### config.mk
export PLATFORM = sky130hd
export DESIGN_NAME = mme_queue
export DESIGN_NICKNAME = d
export VERILOG_FILES = /design/src/rtl/mme_pkg.sv /design/src/rtl/mme_queue.sv
export SDC_FILE = /design/constraint.sdc
export NUM_CORES = 1
export LEC_CHECK = 0
export ABC_AREA = 1
export ABC_CLOCK_PERIOD_IN_PS = 3450
export BUFFER_PORTS_ARGS = -buffer_cell sky130_fd_sc_hd__buf_2
export CAP_MARGIN = 20
export CORE_ASPECT_RATIO = 1.2
export CORE_UTILIZATION = 61
export CTS_CLUSTER_DIAMETER = 40
export CTS_CLUSTER_SIZE = 25
export DETAILED_ROUTE_END_ITERATION = 7
export PLACE_DENSITY = 0.84
export SKIP_CTS_REPAIR_TIMING = 1
export SLEW_MARGIN = 20
export SYNTH_ARGS = -nofsm -noshare
export SYNTH_HDL_FRONTEND = slang
export SYNTH_SLANG_ARGS = --single-unit
### constraint.sdc
create_clock -name i_clk -period 3.45 [get_ports i_clk]
set_input_delay 0.1725 -clock i_clk [delete_from_list [all_inputs] [get_ports i_clk]]
set_output_delay 0.1725 -clock i_clk [all_outputs]
set_load 0.02 [all_outputs]
### src/rtl/mme_pkg.sv
// ----------------------------------------------------------------------------
// mme_pkg
// Sizes, codes, types and helpers of the matrix multiply engine.
// ----------------------------------------------------------------------------
package mme_pkg;

    localparam int MAX_DIM   = 16;
    localparam int DIM_W     = $clog2(MAX_DIM + 1);
    localparam int K_W       = $clog2(MAX_DIM);
    localparam int AW        = $clog2(MAX_DIM * MAX_DIM);
    localparam int ROW_LIMIT = 4096;
    localparam int ROWS_W    = 13;
    localparam int POS_W     = 12;
    localparam int VAL_W     = 16;
    localparam int PROD_W    = 2 * VAL_W;
    localparam int ACC_W     = 40;
    localparam int REG_DIM_W = 5;
    localparam int CFG_W     = 13;
    localparam int CFG_IDX_W = 2;
    localparam int QDEPTH    = 4;
    localparam int QPTR_W    = $clog2(QDEPTH);

    localparam logic [CFG_IDX_W-1:0] CFG_INNER = 2'd0;
    localparam logic [CFG_IDX_W-1:0] CFG_COLS  = 2'd1;
    localparam logic [CFG_IDX_W-1:0] CFG_ROWS  = 2'd2;

    localparam logic MODE_LOAD = 1'b0;
    localparam logic MODE_A    = 1'b1;

    typedef struct packed {
        logic                    mode;
        logic signed [VAL_W-1:0] value;
        logic [AW-1:0]           addr;
        logic                    row_end;
        logic                    mat_end;
    } t_cmd;

    typedef struct packed {
        logic push;
        t_cmd cmd;
    } t_push;

    typedef struct packed {
        logic valid;
        t_cmd cmd;
    } t_head;

    function automatic logic [DIM_W-1:0] clamp_dim(input logic [REG_DIM_W-1:0] v);
        if (v == '0) begin
            return DIM_W'(1);
        end else if (32'(v) > MAX_DIM) begin
            return DIM_W'(MAX_DIM);
        end else begin
            return DIM_W'(v);
        end
    endfunction

    function automatic logic [ROWS_W-1:0] clamp_rows(input logic [ROWS_W-1:0] v);
        if (v == '0) begin
            return ROWS_W'(1);
        end else if (32'(v) > ROW_LIMIT) begin
            return ROWS_W'(ROW_LIMIT);
        end else begin
            return v;
        end
    endfunction

endpackage

### src/rtl/mme_queue.sv
// ----------------------------------------------------------------------------
// mme_queue
// Short command queue between the front and back parts.
// ----------------------------------------------------------------------------
module mme_queue (
    input  logic           i_clk,
    input  logic           i_rst_n,
    input  mme_pkg::t_push i_push,
    output logic           o_full,
    output mme_pkg::t_head o_head,
    input  logic           i_pop
);
    import mme_pkg::*;

    t_cmd              r_mem [QDEPTH];
    logic [QPTR_W-1:0] r_wp;
    logic [QPTR_W-1:0] r_rp;
    logic [QPTR_W:0]   r_cnt;

    assign o_full       = r_cnt == (QPTR_W+1)'(QDEPTH);
    assign o_head.valid = r_cnt != '0;
    assign o_head.cmd   = r_mem[r_rp];

    always_ff @(posedge i_clk) begin
        if (i_push.push) begin
            r_mem[r_wp] <= i_push.cmd;
        end
    end

    always_ff @(posedge i_clk) begin
        if (!i_rst_n) begin
            r_wp  <= '0;
            r_rp  <= '0;
            r_cnt <= '0;
        end else begin
            if (i_push.push) begin
                r_wp <= r_wp + QPTR_W'(1);
            end
            if (i_pop) begin
                r_rp <= r_rp + QPTR_W'(1);
            end
            priority if (i_push.push && !i_pop) begin
                r_cnt <= r_cnt + (QPTR_W+1)'(1);
            end else if (i_pop && !i_push.push) begin
                r_cnt <= r_cnt - (QPTR_W+1)'(1);
            end else begin
            end
        end
    end

endmodule

Word level (Yosys, flattened, before mapping)
Memories as Yosys holds them, arrays and structs flattened. A register that Yosys moved wholly into a read port is not among the register bits.
Cells that the tools add are included.
Widths: inputs -> output; s select.
{"block": "op_classes", "n_addsub": 4, "n_eq_ne": 1, "mux": 6, "reduce_logical": 6}
{"op": "$mux 3", "n": 2}
{"op": "$add 2x1->2 const B", "n": 2}
{"op": "$mux 2", "n": 2}
{"op": "$add 3x1->3 const B", "n": 1}
{"op": "$eq 3x3->1 const B", "n": 1}
{"op": "$reduce_bool 3->1", "n": 1}
{"op": "$sub 3x1->3 const B", "n": 1}
{"op": "$logic_and 1x1->1", "n": 2}
{"op": "$logic_not 1->1", "n": 2}
{"op": "$mux 1", "n": 2}
{"op": "$reduce_bool 2->1", "n": 1}
{"block": "totals", "reg_bits": 7, "ram_bits": 108, "input_bits": 31, "out_inout_bits": 29, "memories": 1}
{"name": "r_mem", "depth": 4, "word_bits": 27, "rd": 1, "rd_clocked_by_memory_dff": 1, "wr": 1, "line": "mme_queue.sv:15", "rtl": "t_cmd r_mem [QDEPTH];"}

Depth between registers and ports, before layout
{"block": "logic_depth", "ltp_word": 4, "depth_mapped": 10}

Least setup slack after synthesis
No wires, ideal clock.
{"block": "synth_timing", "kind": "register to register", "from": "reg r_wp[0]", "to": "mem r_mem[2][0] in the netlist's numbering (enable)", "arrival_ns": 1.127, "slack_ns": 1.942, "stages_incl_launch_ff": 5, "n_path_buf": 0, "path_cell_list": "dfxtp_1 > inv_1 > ha_1 > nand2_1 > inv_1"}
{"item": "start, declared", "line": "mme_queue.sv:16", "rtl": "logic [QPTR_W-1:0] r_wp;"}
{"item": "start signal, assigned", "line": "mme_queue.sv:37", "rtl": "r_wp <= r_wp + QPTR_W'(1);"}
{"item": "end, declared", "line": "mme_queue.sv:15"}
No word-level cell before the write port.

==> run metrics <==
WL/cell 20.6 um; Syn Area/Cell 14.1 um2; end point of the critical path o_head[2]; number of synthesized register bits 117; total wire length 10.6 mm; die height 96.1 um; ANT nets after route 0; Fmax 391 MHz; worst path required time 3.28 ns; setup TNS 0 ns; class of the worst hold path in -> reg; DP HPWL 4.60 mm; Fillers 328; CP endpoint kind output pin; Setup Skew 0.00958 ns; vias 3099; vias in the first global route 2830; area delta synth->final 26.9%; FF-to-FF Start r_wp[0]; mapped cell area 4500 um2; startpoint types flop; first-pass GRT wire length 13.7 mm; 1st-pass router iterations 5; max_cap viols 0; Data arrival, critical path 2.39 ns; largest net degree at the start of global routing 56; Hold Slack 0.0200 ns; drt first-iter violations 329; cell internal pwr 3.05 mW; Die ar. 7720 um2; largest fanout on the critical path 55; CTS Sinks 117; Total Power 3.92 mW; cell-by-cell trace of the critical path inv_8, o21ai_1, o22ai_1, buf_2; GRT overflow 0; leak pwr 2.15 nW; GR Util All Layers 25.7%; combinational share of power 8.8%; Net Switching 0.865 mW; I/O Buffers 59; final cycle utilization of the critical path 74.2%; yosys warns 0; minimum clock period 2.56 ns; RD Place Congestion 0.769; CTS Buffer Depth 2; CTS clk-pin slew, worst paths 0.05 ns; Die X 80.4 um; clock share of power 48.8%; Rel. slew slack 33.0%; RSZ-0062 raised after global routing false; Core Box Area 6980 um2; Clock Latency Late Sink 0.51 ns; nets 452; worst path bufs/invs 2; Antenna Cells 0; R2R cell count 4; fraction of layout cells with a size suffix above 1 22.0%; Pins Over Slew Limit 0; Peak VDD IR 0.546 mV; Syn Nets 357; Layout Utilization 81.8%; DP Worst Slack 1.50 ns; drt drc 0; fin worst setup slack 0.891 ns; crit-path max cell delay 0.99 ns; Slowest-stage cell, CP dfxtp_2; sequential fraction of the synthesis area 76.1%; reg2reg setup slack 1.61 ns; FP Rows 33; delay-heaviest family, CP flip-flops; WP depth 4; # setup viols final 0; PD cells 686 nW/um2; CTS tree done; Mapped Cells 320; I/O pins 60; H-tree depth 4; Initial Util 64.5%; most frequent cells in the layout edfxtp_1, nor2_1, buf_2, o21ai_0, dlygate4sd3_1; Distinct cells, synth 20; initial antenna violation count 0; switching share of power 22.1%; r2r endpoint r_mem[3][2]; commonest non-fill, non-tap cell in the layout edfxtp_1; Slew @ Worst Pin 1.01 ns; critical path class reg -> out; outcome finished, final reports clean; CTS Buf Count 17; Final Hold Fails 0; Sequential Power Share 42.4%; CTS root buffer clkbuf_8; vias per cell 6.02
==> metal layers <==
metal  up-vias  GRT usage (%)  share of wire (%)
li1       1371              -                  -
met3        28           7.87                7.6
met1      1502           30.3                 38
met5         -              0                  0
met4         0           14.0                2.7
met2       198           42.0                 52
==> worst min-delay path: cells and delay by family <==
kind | cells | cell delay, ns
AOI/OAI and AO/OA | 1 | 0.07
buffers and inverters | 2 | 0.23
==> logic make-up after synthesis <==
kind of cell | share of synthesized area, %
buffers and inverters | 4.98
adders and majority gates | 1.84
DFF | 76.1
and+or+nand+nor | 6.20
AOI/OAI and AO/OA | 10.9
==> area by class of cell <==
| type | count | area, um2 | share of cell area [%] |
|---|---|---|---|
| clock buffer | 22 | 433 | 7.58 |
| clock inverter | 10 | 203 | 3.55 |
| inverter | 17 | 76.3 | 1.34 |
| multi-input combinational | 170 | 851 | 14.9 |
| sequential | 117 | 3420 | 60.0 |
| tap | 87 | 109 | 1.91 |
| timing repair buffer | 92 | 613 | 10.7 |
==> sequential cells by signal, summed over array words and instances, names as in the netlist, named ones only <==
register	flops
r_wp	2
r_mem	108
r_rp	2
r_cnt	3
==> Yosys cell counts <==
library cell | n | area share (%)
inv_8 | 1 | 0.25
fa_1 | 1 | 0.45
edfxtp_1 | 108 | 72
nand3_1 | 1 | 0.11
buf_4 | 1 | 0.17
o22ai_1 | 27 | 3.8
clkinv_4 | 1 | 0.19
inv_1 | 15 | 1.3
clkbuf_4 | 1 | 0.17
o21ai_1 | 23 | 2.6
a21oi_1 | 4 | 0.45
nand2_1 | 10 | 0.83
nand4_1 | 1 | 0.14
o21ai_0 | 37 | 4.1
dfxtp_1 | 9 | 4.0
buf_6 | 10 | 2.5
ha_1 | 5 | 1.4
nor2_1 | 60 | 5.0
nor3_1 | 1 | 0.11
buf_2 | 4 | 0.45
==> per-stage QoR <==
step	cell area (um2)	std cells
detailed placement	4790	455
floorplan	4500	320
global route	5710	515
global placement	4790	455
CTS	5430	487
finish	5710	515
==> power by group through the flow <==
| stage | combinational [mW] | clock [mW] | sequential [mW] |
|---|---|---|---|
| after floorplan | 0.222 | 0 | 1.66 |
| after CTS | 0.310 | 1.90 | 1.66 |
| after global routing | 0.372 | 1.97 | 1.67 |
| final | 0.345 | 1.91 | 1.66 |
| after detailed placement | 0.302 | 0 | 1.68 |
| after global placement | 0.294 | 0 | 1.68 |
==> worst min-delay path by stage <==
stage | startpoint | end | slack [ns] | cells past startpoint
finish | i_push[27] | r_wp[0] | 0.02 | 3
global route | i_push[27] | r_wp[0] | 0.03 | 3
CTS | i_push[7] | r_mem[1][7] | -0.14 | 1
detailed placement | i_push[7] | r_mem[1][7] | 0.39 | 1
global placement | i_push[26] | r_mem[0][26] | 0.38 | 1
floorplan | i_push[0] | r_mem[0][0] | 0.27 | 0
Note: power is estimated with default switching activity, not from simulation.
