$ cat config.mk
export PLATFORM = sky130hd
export DESIGN_NAME = mme_front
export DESIGN_NICKNAME = d
export VERILOG_FILES = /design/src/rtl/mme_pkg.sv /design/src/rtl/mme_front.sv
export SDC_FILE = /design/constraint.sdc
export NUM_CORES = 1
export LEC_CHECK = 0
export ABC_AREA = 1
export BUFFER_PORTS_ARGS = -buffer_cell sky130_fd_sc_hd__buf_2
export CORE_ASPECT_RATIO = 0.8
export CORE_MARGIN = 1
export CORE_UTILIZATION = 38
export CTS_CLUSTER_DIAMETER = 50
export DETAILED_ROUTE_END_ITERATION = 10
export PLACE_DENSITY = 0.62
export SLEW_MARGIN = 20
export SYNTH_ARGS = -nofsm -noshare
export SYNTH_HDL_FRONTEND = slang
export SYNTH_SLANG_ARGS = --single-unit
export TNS_END_PERCENT = 5
$ cat constraint.sdc
create_clock -name i_clk -period 9.8 [get_ports i_clk]
set_clock_uncertainty 0.15 [all_clocks]
set_input_delay 0.98 -clock i_clk [delete_from_list [all_inputs] [get_ports i_clk]]
set_output_delay 0.98 -clock i_clk [all_outputs]
set_load 0.05 [all_outputs]
$ cat src/rtl/mme_pkg.sv
// ----------------------------------------------------------------------------
// mme_pkg
// Sizes, codes, types and helpers of the matrix multiply engine.
// ----------------------------------------------------------------------------
package mme_pkg;

    localparam int MAX_DIM   = 16;
    localparam int DIM_W     = $clog2(MAX_DIM + 1);
    localparam int K_W       = $clog2(MAX_DIM);
    localparam int AW        = $clog2(MAX_DIM * MAX_DIM);
    localparam int ROW_LIMIT = 4096;
    localparam int ROWS_W    = 13;
    localparam int POS_W     = 12;
    localparam int VAL_W     = 16;
    localparam int PROD_W    = 2 * VAL_W;
    localparam int ACC_W     = 40;
    localparam int REG_DIM_W = 5;
    localparam int CFG_W     = 13;
    localparam int CFG_IDX_W = 2;
    localparam int QDEPTH    = 4;
    localparam int QPTR_W    = $clog2(QDEPTH);

    localparam logic [CFG_IDX_W-1:0] CFG_INNER = 2'd0;
    localparam logic [CFG_IDX_W-1:0] CFG_COLS  = 2'd1;
    localparam logic [CFG_IDX_W-1:0] CFG_ROWS  = 2'd2;

    localparam logic MODE_LOAD = 1'b0;
    localparam logic MODE_A    = 1'b1;

    typedef struct packed {
        logic                    mode;
        logic signed [VAL_W-1:0] value;
        logic [AW-1:0]           addr;
        logic                    row_end;
        logic                    mat_end;
    } t_cmd;

    typedef struct packed {
        logic push;
        t_cmd cmd;
    } t_push;

    typedef struct packed {
        logic valid;
        t_cmd cmd;
    } t_head;

    function automatic logic [DIM_W-1:0] clamp_dim(input logic [REG_DIM_W-1:0] v);
        if (v == '0) begin
            return DIM_W'(1);
        end else if (32'(v) > MAX_DIM) begin
            return DIM_W'(MAX_DIM);
        end else begin
            return DIM_W'(v);
        end
    endfunction

    function automatic logic [ROWS_W-1:0] clamp_rows(input logic [ROWS_W-1:0] v);
        if (v == '0) begin
            return ROWS_W'(1);
        end else if (32'(v) > ROW_LIMIT) begin
            return ROWS_W'(ROW_LIMIT);
        end else begin
            return v;
        end
    endfunction

endpackage

$ cat src/rtl/mme_front.sv
// ----------------------------------------------------------------------------
// mme_front
// Configuration registers and input side: classify each request, track the
// B load pointer and the A row and column positions, queue a command.
// ----------------------------------------------------------------------------
module mme_front (
    input  logic                           i_clk,
    input  logic                           i_rst_n,
    input  logic                           i_cfg_we,
    input  logic [mme_pkg::CFG_IDX_W-1:0]  i_cfg_idx,
    input  logic [mme_pkg::CFG_W-1:0]      i_cfg_data,
    input  logic                           i_s_valid,
    output logic                           o_s_ready,
    input  logic [mme_pkg::VAL_W-1:0]      i_s_value,
    input  logic                           i_s_mode,
    input  logic                           i_q_full,
    output mme_pkg::t_push                 o_push,
    output logic [mme_pkg::DIM_W-1:0]      o_cols
);
    import mme_pkg::*;

    logic [REG_DIM_W-1:0] r_inner;
    logic [REG_DIM_W-1:0] r_cols;
    logic [ROWS_W-1:0]    r_rows;
    logic [AW-1:0]        r_bptr;
    logic [K_W-1:0]       r_ipos;
    logic [POS_W-1:0]     r_rpos;

    logic [DIM_W-1:0]  w_inner;
    logic [DIM_W-1:0]  w_cols;
    logic [ROWS_W-1:0] w_rows;
    logic [AW:0]       w_size;
    logic [AW-1:0]     w_ptr_eff;
    logic [AW:0]       w_ptr_inc;
    logic [AW-1:0]     n_bptr;
    logic [K_W-1:0]    w_k;
    logic [DIM_W-1:0]  w_ipos_inc;
    logic              w_row_end;
    logic              w_mat_end;
    logic              w_accept;

    assign w_inner = clamp_dim(r_inner);
    assign w_cols  = clamp_dim(r_cols);
    assign w_rows  = clamp_rows(r_rows);
    assign o_cols  = w_cols;

    assign w_size    = (AW+1)'(w_inner) * (AW+1)'(w_cols);
    assign w_ptr_eff = ({1'b0, r_bptr} >= w_size) ? '0 : r_bptr;
    assign w_ptr_inc = {1'b0, w_ptr_eff} + (AW+1)'(1);
    assign n_bptr    = (w_ptr_inc >= w_size) ? '0 : w_ptr_inc[AW-1:0];

    assign w_k        = (DIM_W'(r_ipos) < w_inner) ? r_ipos : K_W'(w_inner - DIM_W'(1));
    assign w_ipos_inc = DIM_W'(r_ipos) + DIM_W'(1);
    assign w_row_end  = w_ipos_inc >= w_inner;
    assign w_mat_end  = (ROWS_W'(r_rpos) + ROWS_W'(1)) >= w_rows;

    assign o_s_ready = !i_q_full;
    assign w_accept  = i_s_valid && o_s_ready;

    always_comb begin
        o_push.push        = w_accept;
        o_push.cmd.mode    = i_s_mode;
        o_push.cmd.value   = i_s_value;
        o_push.cmd.addr    = (i_s_mode == MODE_LOAD) ? w_ptr_eff : AW'(w_k);
        o_push.cmd.row_end = (i_s_mode == MODE_A) && w_row_end;
        o_push.cmd.mat_end = (i_s_mode == MODE_A) && w_row_end && w_mat_end;
    end

    always_ff @(posedge i_clk) begin
        if (!i_rst_n) begin
            r_inner <= REG_DIM_W'(1);
            r_cols  <= REG_DIM_W'(1);
            r_rows  <= ROWS_W'(1);
        end else if (i_cfg_we) begin
            unique case (i_cfg_idx)
                CFG_INNER: begin
                    r_inner <= i_cfg_data[REG_DIM_W-1:0];
                end
                CFG_COLS: begin
                    r_cols <= i_cfg_data[REG_DIM_W-1:0];
                end
                CFG_ROWS: begin
                    r_rows <= i_cfg_data[ROWS_W-1:0];
                end
                default: begin
                end
            endcase
        end
    end

    always_ff @(posedge i_clk) begin
        if (!i_rst_n) begin
            r_bptr <= '0;
            r_ipos <= '0;
            r_rpos <= '0;
        end else if (w_accept) begin
            if (i_s_mode == MODE_LOAD) begin
                r_bptr <= n_bptr;
            end else if (w_row_end) begin
                r_ipos <= '0;
                r_rpos <= w_mat_end ? '0 : r_rpos + POS_W'(1);
            end else begin
                r_ipos <= r_ipos + K_W'(1);
            end
        end
    end

endmodule

# Word-level counts from Yosys, hierarchy flattened
# Cells that the tools add are included.
# W data, S select, Z words.
# classes
n_eq_ne	2
n_mux	12
n_bitwise	1
addsub	6
n_mul	1
magnitude_cmp	8
reduce_logical	14
# ops
operator	count
$mux W13	2
$mux W8	3
$mux W5	4
$add A12 B1 Y13 const B	1
$ge A13 B13 Y1	1
$gt A13 B13 Y1 const B	1
$logic_not A13 Y1	1
$add A12 B1 Y12 const B	1
$mux W12	1
$gt A5 B5 Y1 const B	2
$logic_not A5 Y1	2
$reduce_and A2 Y1	5
$add A8 B1 Y9 const B	1
$ge A8 B9 Y1	1
$ge A9 B9 Y1	1
$mul A5 B5 Y9	1
$mux W4	2
$add A4 B1 Y5 const B	1
$ge A5 B5 Y1	1
$lt A4 B5 Y1	1
$add A4 B1 Y4 const B	1
$sub A4 B1 Y4 const B	1
$logic_and A1 B1 Y1	3
$reduce_and A3 Y1	1
other kinds (5)	5
# totals
inputBits	37
regBits	47
out_inout_bits	34

# Depth between registers and ports, before layout
# Gate-level depths: netlist of the first run.
# depth
word_depth	9
mapped_depth	43

# Least setup slack after synthesis of the first run
# OpenSTA, ideal clock, no wires.
# synth_timing
path_kind	reg2out
from	register r_cols[4]
to	output port o_push[2] (netlist name)
required_ps	8670
path_stages_with_launch	25
setup_slack_ps	2898
t_arrival_ps	5772
path_buffers	2
path_cell_list	dfxtp_1 buf_2 nor2_1 nand3_1 fa_1 fa_1 fa_1 inv_1 ha_1 xor2_1 ha_1 nand2_1 inv_1 nand2_1 nand3_1 nand2_1 nand3_2 nand2_1 nand2_1 nand2_2 buf_6 inv_1 nor2_1 inv_1 o21ai_0
# synth_rtl
item	line	rtl
from (decl)	mme_front.sv:23	logic [REG_DIM_W-1:0] r_cols;
from (signal assigned)	mme_front.sv:80	r_cols <= i_cfg_data[REG_DIM_W-1:0];
to (decl)	mme_front.sv:17	output mme_pkg::t_push o_push,

# Final worst setup path of the first run
# layout_timing
from	register r_inner[2]
to	register r_bptr[2]
# layout_via
elab_chain_cells	9
elab_cells_between_ends	10
cone_classes	add/sub: 1; mul: 1; order compare: 3; mux: 4; reduce/logical: 1
# layout_lines
item	line	rtl
from (decl)	mme_front.sv:22	logic [REG_DIM_W-1:0] r_inner;
from (signal assigned)	mme_front.sv:77	r_inner <= i_cfg_data[REG_DIM_W-1:0];
$gt A5 B5 Y1	mme_pkg.sv:51	end else if (32'(v) > MAX_DIM) begin
$mux W5	mme_pkg.sv:51	
$mux W5 *	mme_pkg.sv:49	if (v == '0) begin
$mul A5 B5 Y9 *	mme_front.sv:47	assign w_size = (AW+1)'(w_inner) * (AW+1)'(w_cols);
$ge A8 B9 Y1	mme_front.sv:48	assign w_ptr_eff = ({1'b0, r_bptr} >= w_size) ? '0 : r_bptr;
$mux W8	mme_front.sv:48	
$add A8 B1 Y9	mme_front.sv:49	assign w_ptr_inc = {1'b0, w_ptr_eff} + (AW+1)'(1);
$ge A9 B9 Y1	mme_front.sv:50	assign n_bptr = (w_ptr_inc >= w_size) ? '0 : w_ptr_inc[AW-1:0];
$mux W8 *	mme_front.sv:50	
to (signal assigned)	mme_front.sv:98	r_bptr <= n_bptr;
to (decl)	mme_front.sv:25	logic [AW-1:0] r_bptr;
# Mark *: on every way between the ends. The rest lies on a longest branch, timed or not.
# A chain may end at the register's enable or synchronous reset.

==> key figures, run 1 <==
Critical path
  – Setup crit start: r_inner[2]$_SDFFE_PN0P_
  – Critical Setup Path Class: flip-flop to flip-flop
  – CP max stage cell: fa_1
  – Cell repeated most along the worst path: nand2_1
  – RR Startpoint: r_inner[2]$_SDFFE_PN0P_
  – Worst setup SP type: flip-flop
  – CP required: 9840 ps
  – Crit. End Element: flip-flop
  – Slowest stage delay, CP: 540 ps
  – Largest fanout on the critical path: 11
  – Arr. time, crit path: 6830 ps

Placement
  – DP HPWL: about 8100 um
  – Post-placement cell area: 4461 um^2
  – Port buffer count: 38
  – Routability Congestion: ~0.87

STA
  – RSZ-0062 raised after global routing: false
  – Setup TNS: 0 ps
  – Period utilization: 69.26%
  – Max Slew Vio Count: 0
  – Final worst path period need: 6788 ps
  – Final Hold Viols: 0
  – Max frequency: 147.3 MHz
  – Worst Max-Slew Pin Slew: 964.1 ps
  – Final setup violation count: 0
  – Worst relative slew slack: about a third

GRT
  – Total Routing Usage GR: 17.74%
  – Largest net degree at the start of global routing: 34
  – Vias in the first global route: 3758
  – Initial antenna violation count: 0
  – Grt total ovfl: 0
  – First-pass GRT wire length: 17120 um

Yosys
  – Ys flop type: dfxtp_1
  – Seq cells post-synth: 47
  – Post-synth EDFFs: 0
  – Mapped Avg Cell Area: 6.713 um^2
  – Multiplexer area fraction after synthesis: 0%
  – Yosys cell types: 36
  – Syn Nets: about 740
  – Mapped Area: around 4300 um^2
  – Register area share after synthesis: 21.97%
  – Ys async rst share: 0%
  – Largest family of logic cells by synthesized area: simple AND/OR/NAND/NOR gates
  – Compound-cell area share of the yosys netlist: 12.18%
  – Top cells by area, synth: dfxtp_1 (22%), ha_1 (16%), nand2_1 (12%)
  – Synth Area in Adders: 19.81%
  – Largest area contributor in the netlist: dfxtp_1
  – Most frequent cell after synthesis: nand2_1
  – Top post-synthesis cells by count: nand2_1 (141), inv_1 (102), nor2_1 (71), ha_1 (55), a21oi_1 (51)
  – Yosys warning count: 0
  – Area share of the largest cell type after synthesis: between 20% and 30%
  – Post-synthesis xor/xnor area fraction: about 2.7%
  – Synth Area in Simple Gates: 29.68%
  – Post-synthesis cell count: 638

Floorplan
  – CORE AREA: 10930 um^2
  – Die W: between 100 and 150 um
  – Placement Rows: 34
  – Die Y: a little under 100 um
  – I/O pin count: 71
  – DIE AREA: 11700 um^2
  – Starting Density: 39.17%

Detailed routing
  – Final wirelength: 10050 um
  – DRC: 0
  – Vias per cell: around 5.0
  – DR iter-0 viols: 219
  – First-pass iteration count of the detailed router: 5
  – DR WL/cell: 12.61 um
  – DRT antenna net count: 0
  – Via count: 3960

Pwr
  – Clock share of power: 35.1%
  – Sw Share: 33.86%
  – Int Power: 330.6 uW
  – Switch Pwr: 169.3 uW
  – Seq pwr share: 40.0%
  – Comb power frac: around 25%
  – Power Dens Cells: 108.4 nW/um^2
  – Leakage: 0.002310 uW
  – VDD IR max: 0.00008029 V

Clock tree
  – Clk Latency, worst-skew pair: about 290 ps
  – Post-cts resize count: 0
  – Root Buffer: clkbuf_16
  – Cts bufs inserted: 5
  – Longest Clk Path Bufs: 2
  – CTS tree: done
  – H-tree level count: 2
  – # Post-CTS Setup Buffers: 0
  – Clk slew on worst S/H paths: 70 ps
  – Clock sinks: 47
  – Hold buffers post-CTS: 0

Run
  – Max cap viols: 0

Final layout
  – P&R area growth vs syn: 7.712%
  – Finished Core Util: 42.20%
  – Layout fillers: 1154
  – Antenna Cells: 0
  – Share of cells above drive strength 1: between 10% and 20%
  – Fin nets: 752
  – Post-layout instance area: 4613 um^2

Outcome
  – Outcome: finished, final reports clean

Worst hold path
  – Hold crit path type: flip-flop to flip-flop
  – Hold path start: r_ipos[3]$_SDFFE_PN0P_
-- placed cells by master (no fill, tap or decap), types with 9 or more instances in the layout --
master   instances
ha_1            55
buf_2           38
o21ai_0         22
nand2_1        141
nor2_1          71
a22oi_1          9
a21oi_1         51
nand3_1         33
dfxtp_1         47
nand2_2         10
xor2_1          10
inv_1          101
-- final timing paths --
check / end / slack (ps) / depth (start not counted)
worst max-delay path: r_bptr[2]$_SDFFE_PN0P_ / 3010 / 40
worst min-delay path: r_ipos[3]$_SDFFE_PN0P_ / 330 / 2
worst max register to register: r_bptr[2]$_SDFFE_PN0P_ / 3010 / 40
worst min register to register: r_ipos[3]$_SDFFE_PN0P_ / 330 / 2
-- layout make-up --
cell class	count	area (um^2)	share of cell area (%)
well taps	144	180.2	3.906
flip-flops and latches	47	940.9	20.40
inverters	105	394.1	8.544
multi-input cells	455	2755	59.72
clock buffers	5	125.1	2.712
repair buffers	38	190.2	4.123
clock inverters	3	27.53	0.5967
-- power groups by stage --
stage	clock [uW]	sequential (uW)	combinational [uW]
floorplan	0	203	115
global placement	0	204	120
detailed placement	0	204	123
CTS	182	200	124
global route	190	201	139
finish	176	200	124
-- per-stage QoR --
stage / cells / power [uW] / setup slack (ps) / hold WS, ps
6_report: 797 / 499.9 / 3012 / 333.9
5_1_grt: 797 / 529.5 / 2528 / 357.6
4_1_cts: 797 / 505.6 / 3008 / 335.3
3_5_place_dp: 789 / 327.4 / 3126 / 324.5
3_3_place_gp: 789 / 324.4 / 3443 / 318.3
2_1_floorplan: 638 / 317.6 / 2898 / 300.0
-- worst max-delay path, delay by kind of cell (launching register included) --
family	cells	cell delay, ps
DFF	1	350
AOI/OAI and AO/OA	5	1030
adders and majority gates	6	2360
xor gates and xnor gates	1	290
buffers and inverters	6	450
and+or+nand+nor	22	2040
-- routing by layer --
metal | GRT usage, % | share of wire (%)
met4 | 2.849 | 0.63
met5 | 0 | 0
met1 | 25.43 | 52
met2 | 28.21 | 44
met3 | 2.948 | 3.6
-- flip-flops by register name, indices dropped and copies added (netlist names) --
signal   flops
r_rows      13
r_rpos      12
r_bptr       8
r_cols       5
r_inner      5
r_ipos       4
-- logic make-up after synthesis --
kind of cell	Yosys count
flip-flops	47
AO/OA/AOI/OAI	94
XOR/XNOR	13
buffers and inverters	136
adder cells (fa/ha/maj)	63
AND/OR/NAND/NOR	285
Note: power is estimated with default switching activity, not from simulation.
==> run 2: changes to the inputs <==
==> constraint.sdc (replaced) <==
create_clock -name i_clk -period 6.28 [get_ports i_clk]
set_clock_uncertainty 0.15 [all_clocks]
set_input_delay 0.628 -clock i_clk [delete_from_list [all_inputs] [get_ports i_clk]]
set_output_delay 0.628 -clock i_clk [all_outputs]
set_load 0.05 [all_outputs]
==> run 2 against run 1 <==
Net effect: maximum frequency increased by 13%; largest cell class unchanged; clock-buffer cell count unchanged; critical path depth decreased by 2.
==> key figures, run 2 (synthesis gave the netlist of run 1 again) <==
Outcome
  – Outcome: finished, final reports clean

STA
  – Final Hold Viols: 0 (unchanged)
  – Final worst path period need: 5991 ps (-796.5 ps)
  – WHS: 334.7 ps (+0.8340 ps)
  – Max Slew Vio Count: 0 (unchanged)
  – Setup TNS: 0 ps (unchanged)
  – Period utilization: 95.40% (+26 points)
  – Worst relative slew slack: 22.57% (-13 points)
  – Max frequency: 166.9 MHz (+13%)
  – Min setup slack post-route: 288.9 ps (-2723 ps)
  – Final setup violation count: 0 (unchanged)
  – Worst Max-Slew Pin Slew: 1160 ps (+196.0 ps)

Clock tree
  – Clk slew on worst S/H paths: 70 ps (about the same)
  – H-tree level count: 2 (unchanged)
  – Cts bufs inserted: 5 (unchanged)
  – Root Buffer: clkbuf_16
  – Clk Latency, worst-skew pair: 290 ps (about the same)
  – Clock sinks: 47 (unchanged)
  – Longest Clk Path Bufs: 2 (unchanged)
  – CTS tree: done

Detailed routing
  – Final wirelength: 10140 um (+0.83%)
  – DRT antenna net count: 0 (unchanged)
  – DRC: 0 (unchanged)
  – DR iter-0 viols: 182 (-17%)
  – First-pass iteration count of the detailed router: 5 (unchanged)
  – Vias per cell: 4.868 (-2.0%)
  – Via count: 3948 (-0.30%)
  – DR WL/cell: 12.50 um (-0.91%)

Critical path
  – Crit. End Element: flip-flop
  – Worst setup SP type: flip-flop
  – Slowest stage delay, CP: 540 ps (about the same)
  – CP required: 6330 ps (-3510 ps)
  – Largest fanout on the critical path: 8 (-3)
  – Critical Setup Path Class: flip-flop to flip-flop
  – Cell repeated most along the worst path: nand2_1
  – Arr. time, crit path: 6040 ps (-790 ps)
  – CP max stage cell: fa_1

GRT
  – Largest net degree at the start of global routing: 34 (unchanged)
  – First-pass GRT wire length: 16910 um (-1.2%)
  – Initial antenna violation count: 0 (unchanged)
  – Vias in the first global route: 3623 (-3.6%)
  – Total Routing Usage GR: 17.68% (-0.060 points)
  – Grt total ovfl: 0 (unchanged)

Final layout
  – P&R area growth vs syn: 13.82%
  – Reg with most FFs: r_rows
  – Antenna Cells: 0 (unchanged)
  – Post-Layout Cell Count: 811 (+1.8%)
  – Largest regs: r_rows: 13 flops, r_rpos: 12 flops, r_bptr: 8 flops
  – Commonest non-fill, non-tap cells in the layout: nand2_1 (138), inv_1 (99), nor2_1 (69)
  – Commonest non-fill, non-tap cell in the layout: nand2_1
  – Fin nets: 766 (+1.9%)
  – Number of flip-flops in the largest register: 13 (unchanged)
  – Share of cells above drive strength 1: 17.24% (+6.2 points)
  – Layout fillers: 1120 (-2.9%)

Placement
  – Routability Congestion: 0.8464 (-2.9%)
  – Dpl ws: -12.92 ps (-3139 ps)
  – Port buffer count: 38 (unchanged)
  – Placed cells: 797 (+1.0%)
  – DP HPWL: 8027 um (-1.1%)

Floorplan
  – I/O pin count: 71 (unchanged)
  – Die Y: 96.96 um (unchanged)
  – Starting Density: 39.17% (unchanged)
  – DIE AREA: 11700 um^2 (unchanged)
  – CORE AREA: 10930 um^2 (unchanged)
  – Die W: 120.7 um (unchanged)
  – Placement Rows: 34 (unchanged)

Pwr
  – Pwr Total: 803.1 uW (+61%)
  – Leakage: 0.002391 uW (+3.5%)
  – Power Dens Cells: 164.8 nW/um^2 (+52%)
  – VDD IR max: 0.0001565 V (+95%)

Worst hold path
  – Hold crit path type: flip-flop to flip-flop

Run
  – Max cap viols: 0 (unchanged)
## run 2: worst paths after layout
path	start	end	slack (ps)	depth (start not counted)
worst max-delay path	r_inner[1]$_SDFFE_PN0P_	r_bptr[3]$_SDFFE_PN0P_	290	38
worst min-delay path	r_cols[2]$_SDFFE_PN0P_	r_cols[2]$_SDFFE_PN0P_	330	2
worst max register to register	r_inner[1]$_SDFFE_PN0P_	r_bptr[3]$_SDFFE_PN0P_	290	38
worst min register to register	r_cols[2]$_SDFFE_PN0P_	r_cols[2]$_SDFFE_PN0P_	330	2
## run 2: what timing repair did
item / in CTS / in global routing
hold buffers: 0 / 0
pin swaps: 1 / 12
resized for setup: 3 / 30
endpoints found under the setup margin: 7 / 8
setup buffers: 0 / 6
## run 2: critical path: cells and delay by family, from the launching register on
kind / cells / cell delay (ps)
adder cells (fa/ha/maj): 6 / 2270
AND/OR/NAND/NOR: 22 / 1950
AO/OA/AOI/OAI: 5 / 730
flip-flops: 1 / 350
buffers and inverters: 4 / 270
XOR/XNOR: 1 / 180
## run 2: through the flow
stage,util (%),area (um^2)
floorplan,-,4283
global placement,41.35,4521
detailed placement,41.35,4521
CTS,42.95,4696
global route,44.59,4875
finish,44.59,4875
## run 2: where the power goes
group	switching, uW	total (uW)	internal, uW
clock network	120	270	150
logic	144	221	76.9
registers	6.78	312	305
## run 2: final cells by class
| class | count | area, um^2 | area share [%] |
|---|---|---|---|
| clock buffers | 5 | 125.1 | 2.567 |
| clock inverters | 3 | 22.52 | 0.4620 |
| inverters | 105 | 394.1 | 8.085 |
| multi-input cells | 455 | 2910 | 59.70 |
| flip-flops and latches | 47 | 943.4 | 19.35 |
| well taps | 144 | 180.2 | 3.696 |
| repair buffers | 52 | 299.0 | 6.134 |
## run 2: metal layers
metal  vias to the layer above  routed length [um]  global-route usage [%]
li1                       2081                   -                       -
met3                        11                 405                   2.889
met5                         -                   0                       0
met4                         0                  80                   3.799
met1                      1786                5181                   26.06
met2                        70                4470                   26.79
